File: config.mk
export PLATFORM = sky130hd
export DESIGN_NAME = cbp_queue
export DESIGN_NICKNAME = d
export VERILOG_FILES = /design/src/hw/rtl/cbp_pkg.sv /design/src/hw/rtl/cbp_queue.sv
export SDC_FILE = /design/constraint.sdc
export NUM_CORES = 1
export LEC_CHECK = 0
export BUFFER_PORTS_ARGS = -buffer_cell sky130_fd_sc_hd__buf_4
export CORE_UTILIZATION = 61
export CTS_CLUSTER_SIZE = 8
export DETAILED_ROUTE_END_ITERATION = 8
export HOLD_SLACK_MARGIN = 0.1
export PLACE_DENSITY = 0.81
export SLEW_MARGIN = 20
export SYNTH_ARGS = -nofsm -noshare
export SYNTH_HDL_FRONTEND = slang
export SYNTH_SLANG_ARGS = --single-unit
export TNS_END_PERCENT = 100
File: constraint.sdc
create_clock -name clock -period 16.4 [get_ports clock]
set_input_delay 0.82 -clock clock [delete_from_list [all_inputs] [get_ports clock]]
set_output_delay 0.82 -clock clock [all_outputs]
set_load 0.005 [all_outputs]
File: src/hw/rtl/cbp_pkg.sv
// ----------------------------------------------------------------------------
// cbp_pkg: shared types and constants for the cylinder/box push-out block
// Payload structs, codes, pipeline sizes and the saturation helper.
// ----------------------------------------------------------------------------
package cbp_pkg;

   localparam int FRAC_BITS = 16;
   // squared distance below 1e-8 in Q(2*FRAC_BITS)
   localparam logic [63:0] NEAR_ZERO_SQ =
      ((64'd1 << (2 * FRAC_BITS)) / 64'd100000000) + 64'd1;
   localparam logic [30:0] MIN_Y_RESET = 31'd3277;

   localparam int SQRT_STEPS  = 31;
   localparam int DIV_STEPS   = 32;
   localparam int QUEUE_DEPTH = 4;
   localparam int QUEUE_AW    = $clog2(QUEUE_DEPTH);
   // sqrt stages + multiply + divide stages + output
   localparam int BACK_STAGES = (SQRT_STEPS + 1) + 1 + (DIV_STEPS + 1) + 1;

   typedef enum logic [1:0] {
      KIND_NONE   = 2'd0,
      KIND_EDGE   = 2'd1,
      KIND_INSIDE = 2'd2
   } kind_type;

   typedef enum logic [1:0] {
      FACE_LEFT  = 2'd0,
      FACE_RIGHT = 2'd1,
      FACE_FRONT = 2'd2,
      FACE_BACK  = 2'd3
   } face_type;

   typedef struct packed {
      logic signed [31:0] cyl_center_x;
      logic signed [31:0] cyl_center_z;
      logic signed [31:0] cyl_bottom_y;
      logic signed [31:0] cyl_top_y;
      logic        [30:0] cyl_radius;
      logic signed [31:0] box_min_x;
      logic signed [31:0] box_min_y;
      logic signed [31:0] box_min_z;
      logic signed [31:0] box_max_x;
      logic signed [31:0] box_max_y;
      logic signed [31:0] box_max_z;
   } req_type;

   typedef struct packed {
      logic               hit;
      logic        [1:0]  hit_kind;
      logic signed [31:0] push_x;
      logic signed [31:0] push_z;
   } rsp_type;

   // classified item handed from the front to the back
   typedef struct packed {
      logic               hit;
      logic               near;
      face_type           face;
      logic signed [31:0] inside_push;
      logic               sx;
      logic               sz;
      logic        [30:0] adx;
      logic        [30:0] adz;
      logic        [30:0] r;
      logic        [61:0] dsq;
   } back_item_type;

   function automatic logic [31:0] sat35(input logic signed [34:0] v);
      logic [31:0] res;
      if (v > 35'sh0_7FFF_FFFF)
         res = 32'h7FFF_FFFF;
      else if (v < -35'sh0_8000_0000)
         res = 32'h8000_0000;
      else
         res = v[31:0];
      return res;
   endfunction

endpackage

File: src/hw/rtl/cbp_queue.sv
// ----------------------------------------------------------------------------
// cbp_queue: short item queue between front and back
// Register-based FIFO; lets the front keep accepting while the back stalls.
// ----------------------------------------------------------------------------
module cbp_queue import cbp_pkg::*; (
   input  logic          clock,
   input  logic          reset,
   input  logic          push_valid,
   output logic          full,
   input  back_item_type push_data,
   input  logic          pop,
   output logic          pop_valid,
   output back_item_type pop_data
);

   back_item_type         mem_ff [QUEUE_DEPTH];
   logic [QUEUE_AW-1:0]   wr_ff, wr_in, rd_ff, rd_in;
   logic [QUEUE_AW:0]     cnt_ff, cnt_in;
   logic                  do_push, do_pop;

   assign full      = cnt_ff == (QUEUE_AW + 1)'(QUEUE_DEPTH);
   assign pop_valid = cnt_ff != '0;
   assign pop_data  = mem_ff[rd_ff];
   assign do_push   = push_valid && !full;
   assign do_pop    = pop && pop_valid;

   always_comb begin
      wr_in  = do_push ? wr_ff + 1'b1 : wr_ff;
      rd_in  = do_pop ? rd_ff + 1'b1 : rd_ff;
      cnt_in = cnt_ff;
      if (do_push && !do_pop)
         cnt_in = cnt_ff + 1'b1;
      else if (do_pop && !do_push)
         cnt_in = cnt_ff - 1'b1;
   end

   always_ff @(posedge clock) begin
      if (reset) begin
         wr_ff  <= '0;
         rd_ff  <= '0;
         cnt_ff <= '0;
      end else begin
         wr_ff  <= wr_in;
         rd_ff  <= rd_in;
         cnt_ff <= cnt_in;
      end
   end

   always_ff @(posedge clock) begin
      if (do_push) begin
         mem_ff[wr_ff] <= push_data;
      end
   end

endmodule

After elaboration in Yosys (flattened, before gate mapping)
Memory sizes are Yosys's and may differ from the RTL's. A register that Yosys moved wholly into a read port is not among the register bits.
Index checks and enable logic that the tools add are counted.
{"block": "op_classes", "eq_ne": 1, "n_reduce_logical": 9, "add_sub_neg": 4, "n_mux": 6}
{"op": "$mux 3", "n": 2}
{"op": "$add 2x1->2 const B", "n": 2}
{"op": "$logic_and 1x1->1", "n": 4}
{"op": "$mux 2", "n": 2}
{"op": "$add 3x1->3 const B", "n": 1}
{"op": "$eq 3x3->1 const B", "n": 1}
{"op": "$logic_not 1->1", "n": 3}
{"op": "$reduce_bool 3->1", "n": 1}
{"op": "$sub 3x1->3 const B", "n": 1}
{"op": "$mux 1", "n": 2}
{"op": "$reduce_bool 2->1", "n": 1}
{"block": "word_totals", "n_memories": 1, "ramBits": 772, "reg_bits": 7, "wordCells": 24, "out_inout_bits": 195, "in_bits": 197}
{"name": "mem_ff", "words": 4, "width": 193, "read_ports": 1, "rd_clocked_by_memory_dff": 1, "write_ports": 1, "line": "cbp_queue.sv:16", "rtl": "back_item_type mem_ff [QUEUE_DEPTH];"}

Longest topological paths before layout
Gate-level depths: netlist of the first run.
{"block": "logic_depth", "depth_word": 7, "depth_mapped": 8, "ltp_nobuf": 8}

Worst setup path after synthesis of the first run
OpenSTA, ideal clock, no wires.
{"block": "synth_timing", "kind": "input port to flip-flop", "start": "input port push_valid", "end": "memory mem_ff[0][0] (netlist bit) (enable)", "n_path_buf": 0, "setup_slack_ns": 10.268, "arrival_time_ns": 5.555, "path_stages": 3, "t_required_ns": 15.823, "setup_time_ns": 0.577, "cell_sequence": "inv_1 -> nor2_1 -> and2_1"}
{"block": "synth_via", "elab_chain_len": 3}
{"item": "from (decl)", "line": "cbp_queue.sv:8", "rtl": "input logic push_valid,"}
{"item": "$logic_and 1x1->1", "line": "cbp_queue.sv:24", "rtl": "assign do_push = push_valid && !full;"}
{"item": "via do_push", "line": "cbp_queue.sv:19", "rtl": "logic do_push, do_pop;"}
{"item": "$mux 1", "line": "cbp_queue.sv:50", "rtl": "if (do_push) begin"}
{"item": "$mux 1 (implied by the code)", "line": "cbp_queue.sv:51", "rtl": "mem_ff[wr_ff] <= push_data;"}
{"item": "to (decl)", "line": "cbp_queue.sv:16"}
The timed path passes the listed nets, and every way through them passes these cells.

==> out/results.tsv, run 1 <==
stage	metric	value	unit
sta	setup TNS	0	ns
critical_path	Critical Path AT	4.41	ns
placement	dpl cell area	0.03196	mm^2
detailed_routing	vias after detailed routing	13050	
cells_and_area	Layout fillers	2242	
critical_path	r2r setup slk	13.21	ns
power_and_ir_drop	Leak	11.80	nW
synth	Post-Synthesis Cell Area	0.02854	mm^2
sta	endpoints failing setup	0	
floorplanning	Die Width	218.3	um
global_route	vias in the first global route	13950	
sta	Clock Skews	0.02099	ns
power_and_ir_drop	Max VDD drop	0.1533	mV
sta	max-slew violation count	0	
clock_network	# H-tree levels	3	
clock_network	post-CTS resize count	0	
sta	Hold Slack	0.3581	ns
clock_network	# hold bufs at CTS	0	
synth	Yosys reg bits	781	
floorplanning	Std-Cell Rows	78	
placement	Post-DP HPWL	33260	um
synth	Avg Inst Size Synth	27.03	um^2
synth	Post-synth EDFFs	772	
detailed_routing	Antenna Violating Nets Remaining	0	
cells_and_area	P&R area growth vs syn	22.04	%
sta	Final min period	5.233	ns
synth	Synth Instances	1056	
global_route	largest net degree at the start of global routing	155	
clock_network	CTS Buf Count	107	
synth	Yosys Warn Count	0	
synth	Yosys top cell area share	81.21	%
synth	Post-synth ARST share	0	%
placement	cell total after placement	2017	
outcome	run status	finished, final reports clean	
synth	top post-synthesis cells by area	edfxtp_1 81%, mux4_2 12%, mux4_1 3.9%, dfxtp_1 0.63%, buf_12 0.49%	
detailed_routing	Post-Route WL	60660	um
critical_path	crit path launch type	register	
global_route	first-pass GRT wire length	87490	um
critical_path	r2r worst-path depth	4	
clock_network	number of setup buffers added after CTS	0	
detailed_routing	Initial DRT Pass Iterations	5	
clock_network	clk_lat worst skew	0.66	ns
critical_path	Required @ worst endpoint	15.58	ns
global_route	total global-route track usage	25.78	%
sta	final hold vios	0	
clock_network	Root Driver	clkbuf_16	
clock_network	clock-pin slew on the worst setup and hold paths	0.05	ns
global_route	antenna violations before repair	7	
detailed_routing	initial drt markers	994	
cells_and_area	share of layout cells above drive strength 1	43.58	%
critical_path	crit-path max FO	49	
critical_path	worst reg2reg path endpoint	mem_ff[0][81]$_DFFE_PP_	
sta	Max Clock Freq	191.1	MHz
synth	most common flop cell mapped by yosys	edfxtp_1	
floorplanning	Die Ht	218.3	um
placement	gp weighted congestion	0.7430	
sta	RSZ-0062 raised after global routing	no	
synth	Synth cell types	24	
floorplanning	die area	0.04766	mm^2
detailed_routing	routed length per instance	28.16	um
synth	sequential area share after synthesis	81.84	%
cells_and_area	cell area after layout	0.03484	mm^2
sta	Worst-Margin Slew	1.073	ns
synth	Synth area leader	edfxtp_1	
cells_and_area	nets@finish	1729	
worst_hold_path	worst min path class	in2reg	
critical_path	CP Class	reg2out	
floorplanning	number of I/O pins	392	
clock_network	CTS tree	yes	
floorplanning	initial core utilization	62.36	%
critical_path	Worst Setup EP	pop_data[133]	
cells_and_area	non-filler instance count after layout	2154	
job	maxcap violations	0	
critical_path	CP Capture Type	output pin	
sta	fin crit share	31.91	%
detailed_routing	DRC viols	0	
global_route	remaining global-route overflow	0	
critical_path	reg2reg start	cnt_ff[0]$_SDFFE_PP0P_	
power_and_ir_drop	P per Cell Area	161.1	mW/mm^2
synth	Post-Syn Nets	1259	
detailed_routing	Vias/cell	6.057	
clock_network	clock sink count	781	
floorplanning	core region area	0.04577	mm^2
sta	Worst slew margin	28.48	%
clock_network	Clock Path Buffers	3	
placement	# port buffers	391	
==> report_power, final <==
part	total (W)	internal, W	switching [W]	leakage, nW
Combinational	0.00121	0.000654	0.000559	3.25
Clock	0.00193	0.00116	0.000771	1.39
Sequential	0.00247	0.00241	0.0000598	7.15
==> through the flow <==
stage	util [%]	setup slack [ns]	power (W)
2_1_floorplan	-	10.27	0.003199
4_1_cts	76.09	10.95	0.005660
6_report	76.11	11.17	0.005611
3_5_place_dp	69.83	11.69	0.003706
5_1_grt	76.11	10.72	0.005802
3_3_place_gp	69.83	11.68	0.003678
==> cells in the mapped netlist, drive strengths merged (2+ instances only) <==
cell    number
edfxtp     772
a21oi        2
buf         42
clkbuf       2
nor2         6
nand2b       2
ha           5
xor2         4
mux4       193
inv          4
dfxtp        9
and2         4
or3          3
mux2i        2
o21ai        2
==> worst min-delay path by stage <==
stage	start	end	slack [ns]	cells past startpoint
finish	push_data[89]	mem_ff[1][89]$_DFFE_PP_	0.36	1
global route	push_data[89]	mem_ff[1][89]$_DFFE_PP_	0.33	1
CTS	push_data[89]	mem_ff[1][89]$_DFFE_PP_	0.32	1
detailed placement	rd_ff[1]$_SDFFE_PP0P_	register	0.52	2
global placement	cnt_ff[2]$_SDFFE_PP0P_	cnt_ff[2]$_SDFFE_PP0P_	0.50	2
floorplan	wr_ff[1]$_SDFFE_PP0P_	wr_ff[1]$_SDFFE_PP0P_	0.48	2
==> routing by layer <==
layer | global-route usage (%) | share of wire [%] | vias up
met2 | 42.33 | 52 | 588
met1 | 31.37 | 36 | 6780
met3 | 9.701 | 9.5 | 140
li1 | - | - | 5531
met5 | 0 | 0.079 | -
met4 | 9.557 | 3.1 | 8
==> sequential cells by signal (all words and copies together), names as in the netlist, named ones only <==
name / flops
mem_ff: 772
cnt_ff: 3
rd_ff: 2
wr_ff: 2
==> cells by family after synthesis <==
logic type	share of synthesized area (%)
compound gates	0.1271
xor+xnor	0.1227
fa+ha+maj	0.2893
buf+inv	1.464
flops	81.84
mux	15.85
simple gates	0.3024
==> cells in the final DEF, fill, tap and decap left out, drive strengths merged <==
cell type  count
or3            3
dfxtp          9
diode          3
a21oi          2
and2           4
ha             5
nor2           6
inv            9
nand2b         2
fa             1
clkinv         3
o21ai          2
xor2           4
o311ai         1
clkbuf       126
buf          405
mux2i          2
edfxtp       772
nor3b          1
mux4         193
o31ai          1
==> area by class of cell <==
cell class | instances | area (um^2) | area share (%)
Clock inverter | 8 | 116.4 | 0.3340
Tap cell | 600 | 750.7 | 2.155
Clock buffer | 126 | 2749 | 7.891
Sequential cell | 781 | 23370 | 67.09
Inverter | 4 | 15.01 | 0.04310
Timing Repair Buffer | 405 | 3053 | 8.764
Multi-Input combinational cell | 227 | 4775 | 13.71
Antenna cell | 3 | 7.507 | 0.02155
==> critical path: stages (launching register included) <==
cell	delay, ns
dfxtp_4	0.44
buf_4	0.73
buf_4	0.83
buf_4	0.86
mux4_1	0.67
buf_4	0.16
(Power assumes the default switching activity.)
==> run 2: changes to the inputs <==
- ABC_AREA: unset -> 1
- CORE_UTILIZATION: 61 -> 52
- PLACE_DENSITY: 0.81 -> 0.73
- clock period: 16.4 -> 4.55 ns (I/O delays scaled with it)
==> out/results.tsv, run 2 <==
stage	metric	value	unit	change
outcome	run status	finished, final reports clean		
global_route	vias in the first global route	19460		+39%
synth	top-count cell post-synth	edfxtp_1		
floorplanning	core region area	0.05520	mm^2	+21%
cells_and_area	max reg flops	772		unchanged
synth	Avg Inst Size Synth	15.03	um^2	-44%
cells_and_area	commonest non-fill, non-tap cell in the layout	edfxtp_1		
sta	Worst-Margin Slew	1.151	ns	+0.07828 ns
cells_and_area	nets@finish	2746		+59%
synth	Synth area leader	edfxtp_1		
cells_and_area	Layout fillers	3476		+55%
critical_path	CP Class	reg2out		
synth	Post-Syn Nets	2138		+70%
clock_network	CTS Buf Count	107		unchanged
detailed_routing	Antenna Violating Nets Remaining	0		unchanged
detailed_routing	vias after detailed routing	18950		+45%
detailed_routing	Initial DRT Pass Iterations	5		unchanged
clock_network	Root Driver	clkbuf_16		
synth	Post-Synthesis Cell Area	0.02909	mm^2	+1.9%
cells_and_area	Largest regs	mem_ff: 772 flops, cnt_ff: 3 flops		
cells_and_area	register area	0.02337	mm^2	unchanged
critical_path	crit-path max FO	245		+400%
sta	RSZ-0062 raised after global routing	no		
global_route	remaining global-route overflow	0		unchanged
floorplanning	Die Ht	238.5	um	+9.2%
global_route	antenna violations before repair	11		+4
floorplanning	initial core utilization	52.69	%	-9.7 points
placement	cell total after placement	2984		+48%
global_route	largest net degree at the start of global routing	246		+59%
clock_network	clk_lat worst skew	0.64	ns	-0.02 ns
synth	Yosys reg bits	781		unchanged
sta	Max Clock Freq	318.9	MHz	
power_and_ir_drop	Max VDD drop	1.168	mV	+660%
sta	final hold vios	0		unchanged
floorplanning	Die Width	238.5	um	+9.2%
sta	Final min period	3.136	ns	
cells_and_area	largest reg by FF count	mem_ff		
cells_and_area	share of layout cells above drive strength 1	21.52	%	-22 points
floorplanning	die area	0.05688	mm^2	+19%
detailed_routing	routed length per instance	21.78	um	-23%
synth	sequential area share after synthesis	80.32	%	-1.5 points
worst_hold_path	worst min path class	in2reg		
synth	Post-synth ARST share	0	%	unchanged
critical_path	r2r worst-path depth	5		+1
worst_hold_path	Hold Path Stages	2		+1
job	maxcap violations	0		unchanged
sta	max-slew violation count	0		unchanged
critical_path	CP Capture Type	output pin		
sta	Clock Skews	0.02034	ns	-0.0006531 ns
synth	top post-synthesis cells by area	edfxtp_1 80%, o21ai_0 6.1%, nor2_1 5.2%, o22ai_1 4.2%, buf_6 1.1%		
clock_network	post-CTS resize count	0		unchanged
floorplanning	Std-Cell Rows	86		+10%
detailed_routing	Post-Route WL	72280	um	+19%
synth	Post-synth EDFFs	772		unchanged
placement	pre-CTS setup slack	1.939	ns	-9.748 ns
clock_network	CTS tree	yes		
floorplanning	number of I/O pins	392		unchanged
placement	Post-DP HPWL	38590	um	+16%
clock_network	# H-tree levels	3		unchanged
critical_path	crit path launch type	register		
synth	most common flop cell mapped by yosys	edfxtp_1		
sta	fin crit share	68.91	%	
synth	Synth Instances	1935		+83%
sta	Worst slew margin	23.26	%	-5.2 points
power_and_ir_drop	Leak	13.26	nW	+12%
synth	Yosys top cell area share	79.70	%	-1.5 points
detailed_routing	DRC viols	0		unchanged
global_route	first-pass GRT wire length	108700	um	+24%
critical_path	Required @ worst endpoint	4.32	ns	-11.26 ns
sta	Worst Slack Setup Final	1.414	ns	-9.753 ns
synth	Yosys Warn Count	0		unchanged
synth	Synth cell types	21		-13%
detailed_routing	initial drt markers	1486		+49%
placement	gp weighted congestion	0.8006		+7.8%
clock_network	clock sink count	781		unchanged
cells_and_area	non-filler instance count after layout	3318		+54%
cells_and_area	P&R area growth vs syn	29.05	%	
cells_and_area	commonest non-fill, non-tap cells in the layout	772 x edfxtp_1, 411 x buf_4, 396 x nor2_1, 353 x o21ai_0, 197 x dlygate4sd3_1		
critical_path	Critical Path AT	2.91	ns	-1.50 ns
clock_network	clock-pin slew on the worst setup and hold paths	0.05	ns	about the same
power_and_ir_drop	P per Cell Area	555.5	mW/mm^2	+240%
placement	# port buffers	391		unchanged
cells_and_area	multi-input logic area	0.004866	mm^2	+1.9%
synth	Commonest cells post-synth	772 x edfxtp_1, 400 x nor2_1, 353 x o21ai_0, 193 x o22ai_1, 63 x clkbuf_1		
sta	endpoints failing setup	0		unchanged
global_route	total global-route track usage	25.05	%	-0.73 points
detailed_routing	Vias/cell	5.710		-5.7%
clock_network	Clock Path Buffers	3		unchanged
==> run 2: timing repair <==
item                      4_1_cts  5_1_grt
hold endpoints to repair      781        0
buffers inserted                0        0
hold buffers                  197        0
==> run 2: logic make-up after synthesis <==
group	synth area share, %
buffers and inverters	3.050
flip-flops	80.32
AND/OR/NAND/NOR	5.450
AO/OA/AOI/OAI	10.86
adder cells (fa/ha/maj)	0.2839
XOR/XNOR	0.03012
==> run 2: layer usage <==
metal,share of wire (%),wire (um),track usage (%)
met2,51,36530,41.58
met5,0.037,27,0
met3,7.1,5139,5.866
met1,38,27680,30.86
met4,4.0,2907,12.67
==> run 2: area by class of cell <==
type	count	share of cell area [%]
flip-flops and latches	781	62.26
clock inverters	6	0.1667
inverters	17	0.2100
diodes	9	0.06000
well taps	748	2.494
multi-input cells	1010	12.96
repair buffers	626	14.45
clock buffers	121	7.387
==> run 2: worst paths after layout <==
kind	from	to	slack [ns]
worst max-delay path	register	pop_data[71]	1.41
worst min-delay path	push_data[62]	mem_ff[3][62]$_DFFE_PP_	0.33
worst max register to register	cnt_ff[0]$_SDFFE_PP0P_	mem_ff[3][151]$_DFFE_PP_	2.00
worst min register to register	wr_ff[1]$_SDFFE_PP0P_	wr_ff[1]$_SDFFE_PP0P_	0.53
==> run 2: critical path: stages (launching register included) <==
cell and delay [ns]:
dfxtp_4 0.39, inv_12 0.57, buf_4 0.45, o21ai_0 0.15, o22ai_1 0.21, buf_4 0.16
==> run 2: power breakdown <==
part	switching, W	leakage (nW)	internal, W
Combinational	0.00299	4.72	0.00202
Sequential	0.000200	7.15	0.00876
Clock	0.00268	1.39	0.00420
Total	0.00587	13.3	0.0150
==> run 2: stage by stage <==
| stage | total power, W | setup TNS, ns | hold WS [ns] | utilization, % | instance area [um^2] |
|---|---|---|---|---|---|
| after floorplan | 0.01159 | -1263.93 | 0.2966 | - | 29100 |
| after global placement | 0.01369 | 0 | 0.4214 | 59.20 | 32680 |
| after detailed placement | 0.01384 | 0 | 0.4265 | 59.20 | 32680 |
| after CTS | 0.02086 | 0 | 0.2924 | 67.90 | 37480 |
| after global routing | 0.02165 | 0 | 0.3193 | 67.99 | 37530 |
| final | 0.02085 | 0 | 0.3299 | 67.99 | 37530 |
==> run 3: changes to the inputs <==
- ABC_AREA: 1 -> 0
- CORE_UTILIZATION: 52 -> 51
- PLACE_DENSITY: 0.73 -> 0.72
- clock period: 4.55 -> 2.8 ns (I/O delays scaled with it)
==> out/results.tsv, run 3 (same netlist as run 1, synthesis figures left out) <==
stage	metric	value	unit	change
floorplanning	initial core utilization	51.71	%	-0.98 points
power_and_ir_drop	Max VDD drop	0.7291	mV	-38%
power_and_ir_drop	Leak	12.84	nW	-3.1%
sta	Max Clock Freq	382.8	MHz	
critical_path	crit-path max FO	27		-89%
sta	max-slew violation count	0		unchanged
sta	fin crit share	93.30	%	
critical_path	Worst Setup EP	pop_data[139]		
global_route	remaining global-route overflow	0		unchanged
sta	Worst-Margin Slew	0.5613	ns	-0.5898 ns
detailed_routing	vias after detailed routing	13730		-28%
clock_network	# hold bufs at CTS	196		-0.51%
cells_and_area	largest reg by FF count	mem_ff		
cells_and_area	commonest non-fill, non-tap cell in the layout	edfxtp_1		
critical_path	crit path launch type	register		
critical_path	CP Capture Type	output pin		
clock_network	Root Driver	clkbuf_16		
detailed_routing	Antenna Violating Nets Remaining	0		unchanged
detailed_routing	Post-Route WL	60210	um	-17%
clock_network	clock sink count	781		unchanged
global_route	total global-route track usage	21.22	%	-3.8 points
critical_path	r2r worst-path depth	8		+3
cells_and_area	nets@finish	1955		-29%
floorplanning	number of I/O pins	392		unchanged
critical_path	reg2reg start	cnt_ff[0]$_SDFFE_PP0P_		
placement	Post-DP HPWL	35270	um	-8.6%
clock_network	Clock Path Buffers	3		unchanged
critical_path	critical path, cell by cell	buf_12, buf_4, mux4_1, buf_4		
cells_and_area	Largest regs	mem_ff: 772 flops, cnt_ff: 3 flops		
clock_network	# H-tree levels	3		unchanged
global_route	largest net degree at the start of global routing	84		-66%
critical_path	Critical Path AT	2.47	ns	-0.44 ns
cells_and_area	Layout fillers	3281		-5.6%
floorplanning	core region area	0.05520	mm^2	unchanged
critical_path	Slowest cell on crit path	mux4_1		
floorplanning	Std-Cell Rows	86		unchanged
critical_path	r2r setup slk	0.44	ns	-1.56 ns
detailed_routing	Initial DRT Pass Iterations	4		-1
critical_path	CP Class	reg2out		
detailed_routing	routed length per instance	23.78	um	+9.2%
power_and_ir_drop	P per Cell Area	886.9	mW/mm^2	+60%
clock_network	CTS tree	yes		
detailed_routing	DRC viols	0		unchanged
global_route	vias in the first global route	14750		-24%
outcome	run status	finished, final reports clean		
detailed_routing	Vias/cell	5.421		-5.1%
sta	Clock Skews	0.01917	ns	-0.001175 ns
sta	endpoints failing setup	0		unchanged
cells_and_area	share of layout cells above drive strength 1	39.67	%	+18 points
global_route	first-pass GRT wire length	88930	um	-18%
sta	Final min period	2.612	ns	
floorplanning	Die Ht	238.6	um	about the same
cells_and_area	utilization after layout	67.95	%	about the same
job	maxcap violations	0		unchanged
sta	RSZ-0062 raised after global routing	no		
clock_network	post-CTS resize count	0		unchanged
sta	final hold vios	0		unchanged
critical_path	worst reg2reg path endpoint	cnt_ff[2]$_SDFFE_PP0P_		
critical_path	Required @ worst endpoint	2.66	ns	-1.66 ns
clock_network	CTS Buf Count	107		unchanged
cells_and_area	P&R area growth vs syn	31.41	%	
clock_network	clk_lat worst skew	0.64	ns	about the same
critical_path	Crit path largest cell delay	0.60	ns	+0.03 ns
sta	Worst slew margin	62.58	%	+39 points
clock_network	number of setup buffers added after CTS	0		unchanged
sta	setup TNS	0	ns	unchanged
floorplanning	Die Width	238.6	um	about the same
placement	gp weighted congestion	0.7633		-4.7%
global_route	antenna violations before repair	9		-2
cells_and_area	commonest non-fill, non-tap cells in the layout	772 x edfxtp_1, 409 x buf_4, 196 x dlygate4sd3_1, 151 x mux4_2, 108 x clkbuf_16		
critical_path	cell repeated most along the worst path	buf_4		
floorplanning	die area	0.05692	mm^2	about the same
detailed_routing	initial drt markers	806		-46%
placement	# port buffers	391		unchanged
clock_network	clock-pin slew on the worst setup and hold paths	0.05	ns	about the same
cells_and_area	max reg flops	772		unchanged
worst_hold_path	worst min path class	in2reg		
run 3: changes by cell type in the layout (fill, tap and decap cells not counted), sizes merged, moves of 4 or more:
cell,before,now
and2,0,4
buf,429,435
clkbuf,121,128
inv,20,8
mux4,0,193
nand2,15,0
nand3,4,0
nor2,400,6
o21ai,387,2
o22ai,193,0
run 3: per-layer routing:
metal / routed length [um] / up-vias / share of wire, % / GRT usage [%]
met5: 25 / - / 0.042 / 0
met1: 23610 / 7149 / 39 / 27.05
li1: - / 5992 / - / -
met4: 1267 / 4 / 2.1 / 6.119
met2: 30500 / 491 / 51 / 34.86
met3: 4797 / 90 / 8.0 / 7.113
run 3: worst min path at each step:
stage | startpoint | to | slack (ns) | cells past startpoint
after global routing | push_data[62] | mem_ff[3][62]$_DFFE_PP_ | 0.21 | 2
after global placement | push_data[16] | mem_ff[3][16]$_DFFE_PP_ | 0.34 | 1
after floorplan | push_data[0] | mem_ff[0][0]$_DFFE_PP_ | 0.24 | 0
final | push_data[36] | mem_ff[2][36]$_DFFE_PP_ | 0.24 | 2
after detailed placement | push_data[79] | mem_ff[3][79]$_DFFE_PP_ | 0.34 | 1
after CTS | push_data[146] | mem_ff[3][146]$_DFFE_PP_ | 0.20 | 2
run 3: layout make-up:
type	instances	area (um^2)	share of cell area, %
flip-flops and latches	781	23370	62.30
repair buffers	631	5553	14.80
multi-input cells	227	4775	12.73
clock buffers	128	2778	7.405
well taps	748	935.9	2.495
clock inverters	6	66.31	0.1768
diodes	7	17.52	0.04670
inverters	4	15.01	0.04003
run 3: worst max-delay path: cells and delay by family (launching register included):
kind	cells	cell delay [ns]
muxes	1	0.60
DFF	1	0.47
buffers and inverters	3	0.73
run 3: report_power, final:
part	total [W]	leakage (nW)	internal (W)	switching, W
clock network	0.0112	1.39	0.00682	0.00434
registers	0.0144	7.15	0.0141	0.000305
logic	0.00772	4.31	0.00431	0.00341
run 3: per-stage QoR:
stage	hold WS, ns	instances	instance area [um^2]	setup slack [ns]	power, W
after floorplan	0.2389	1056	28550	-0.8496	0.01862
after global placement	0.3391	2195	32690	0.5513	0.02203
after detailed placement	0.3431	2195	32690	0.4684	0.02214
after CTS	0.2025	2525	37490	0.1101	0.03362
after global routing	0.2144	2530	37500	0.06313	0.03455
final	0.2425	2532	37510	0.1875	0.03327
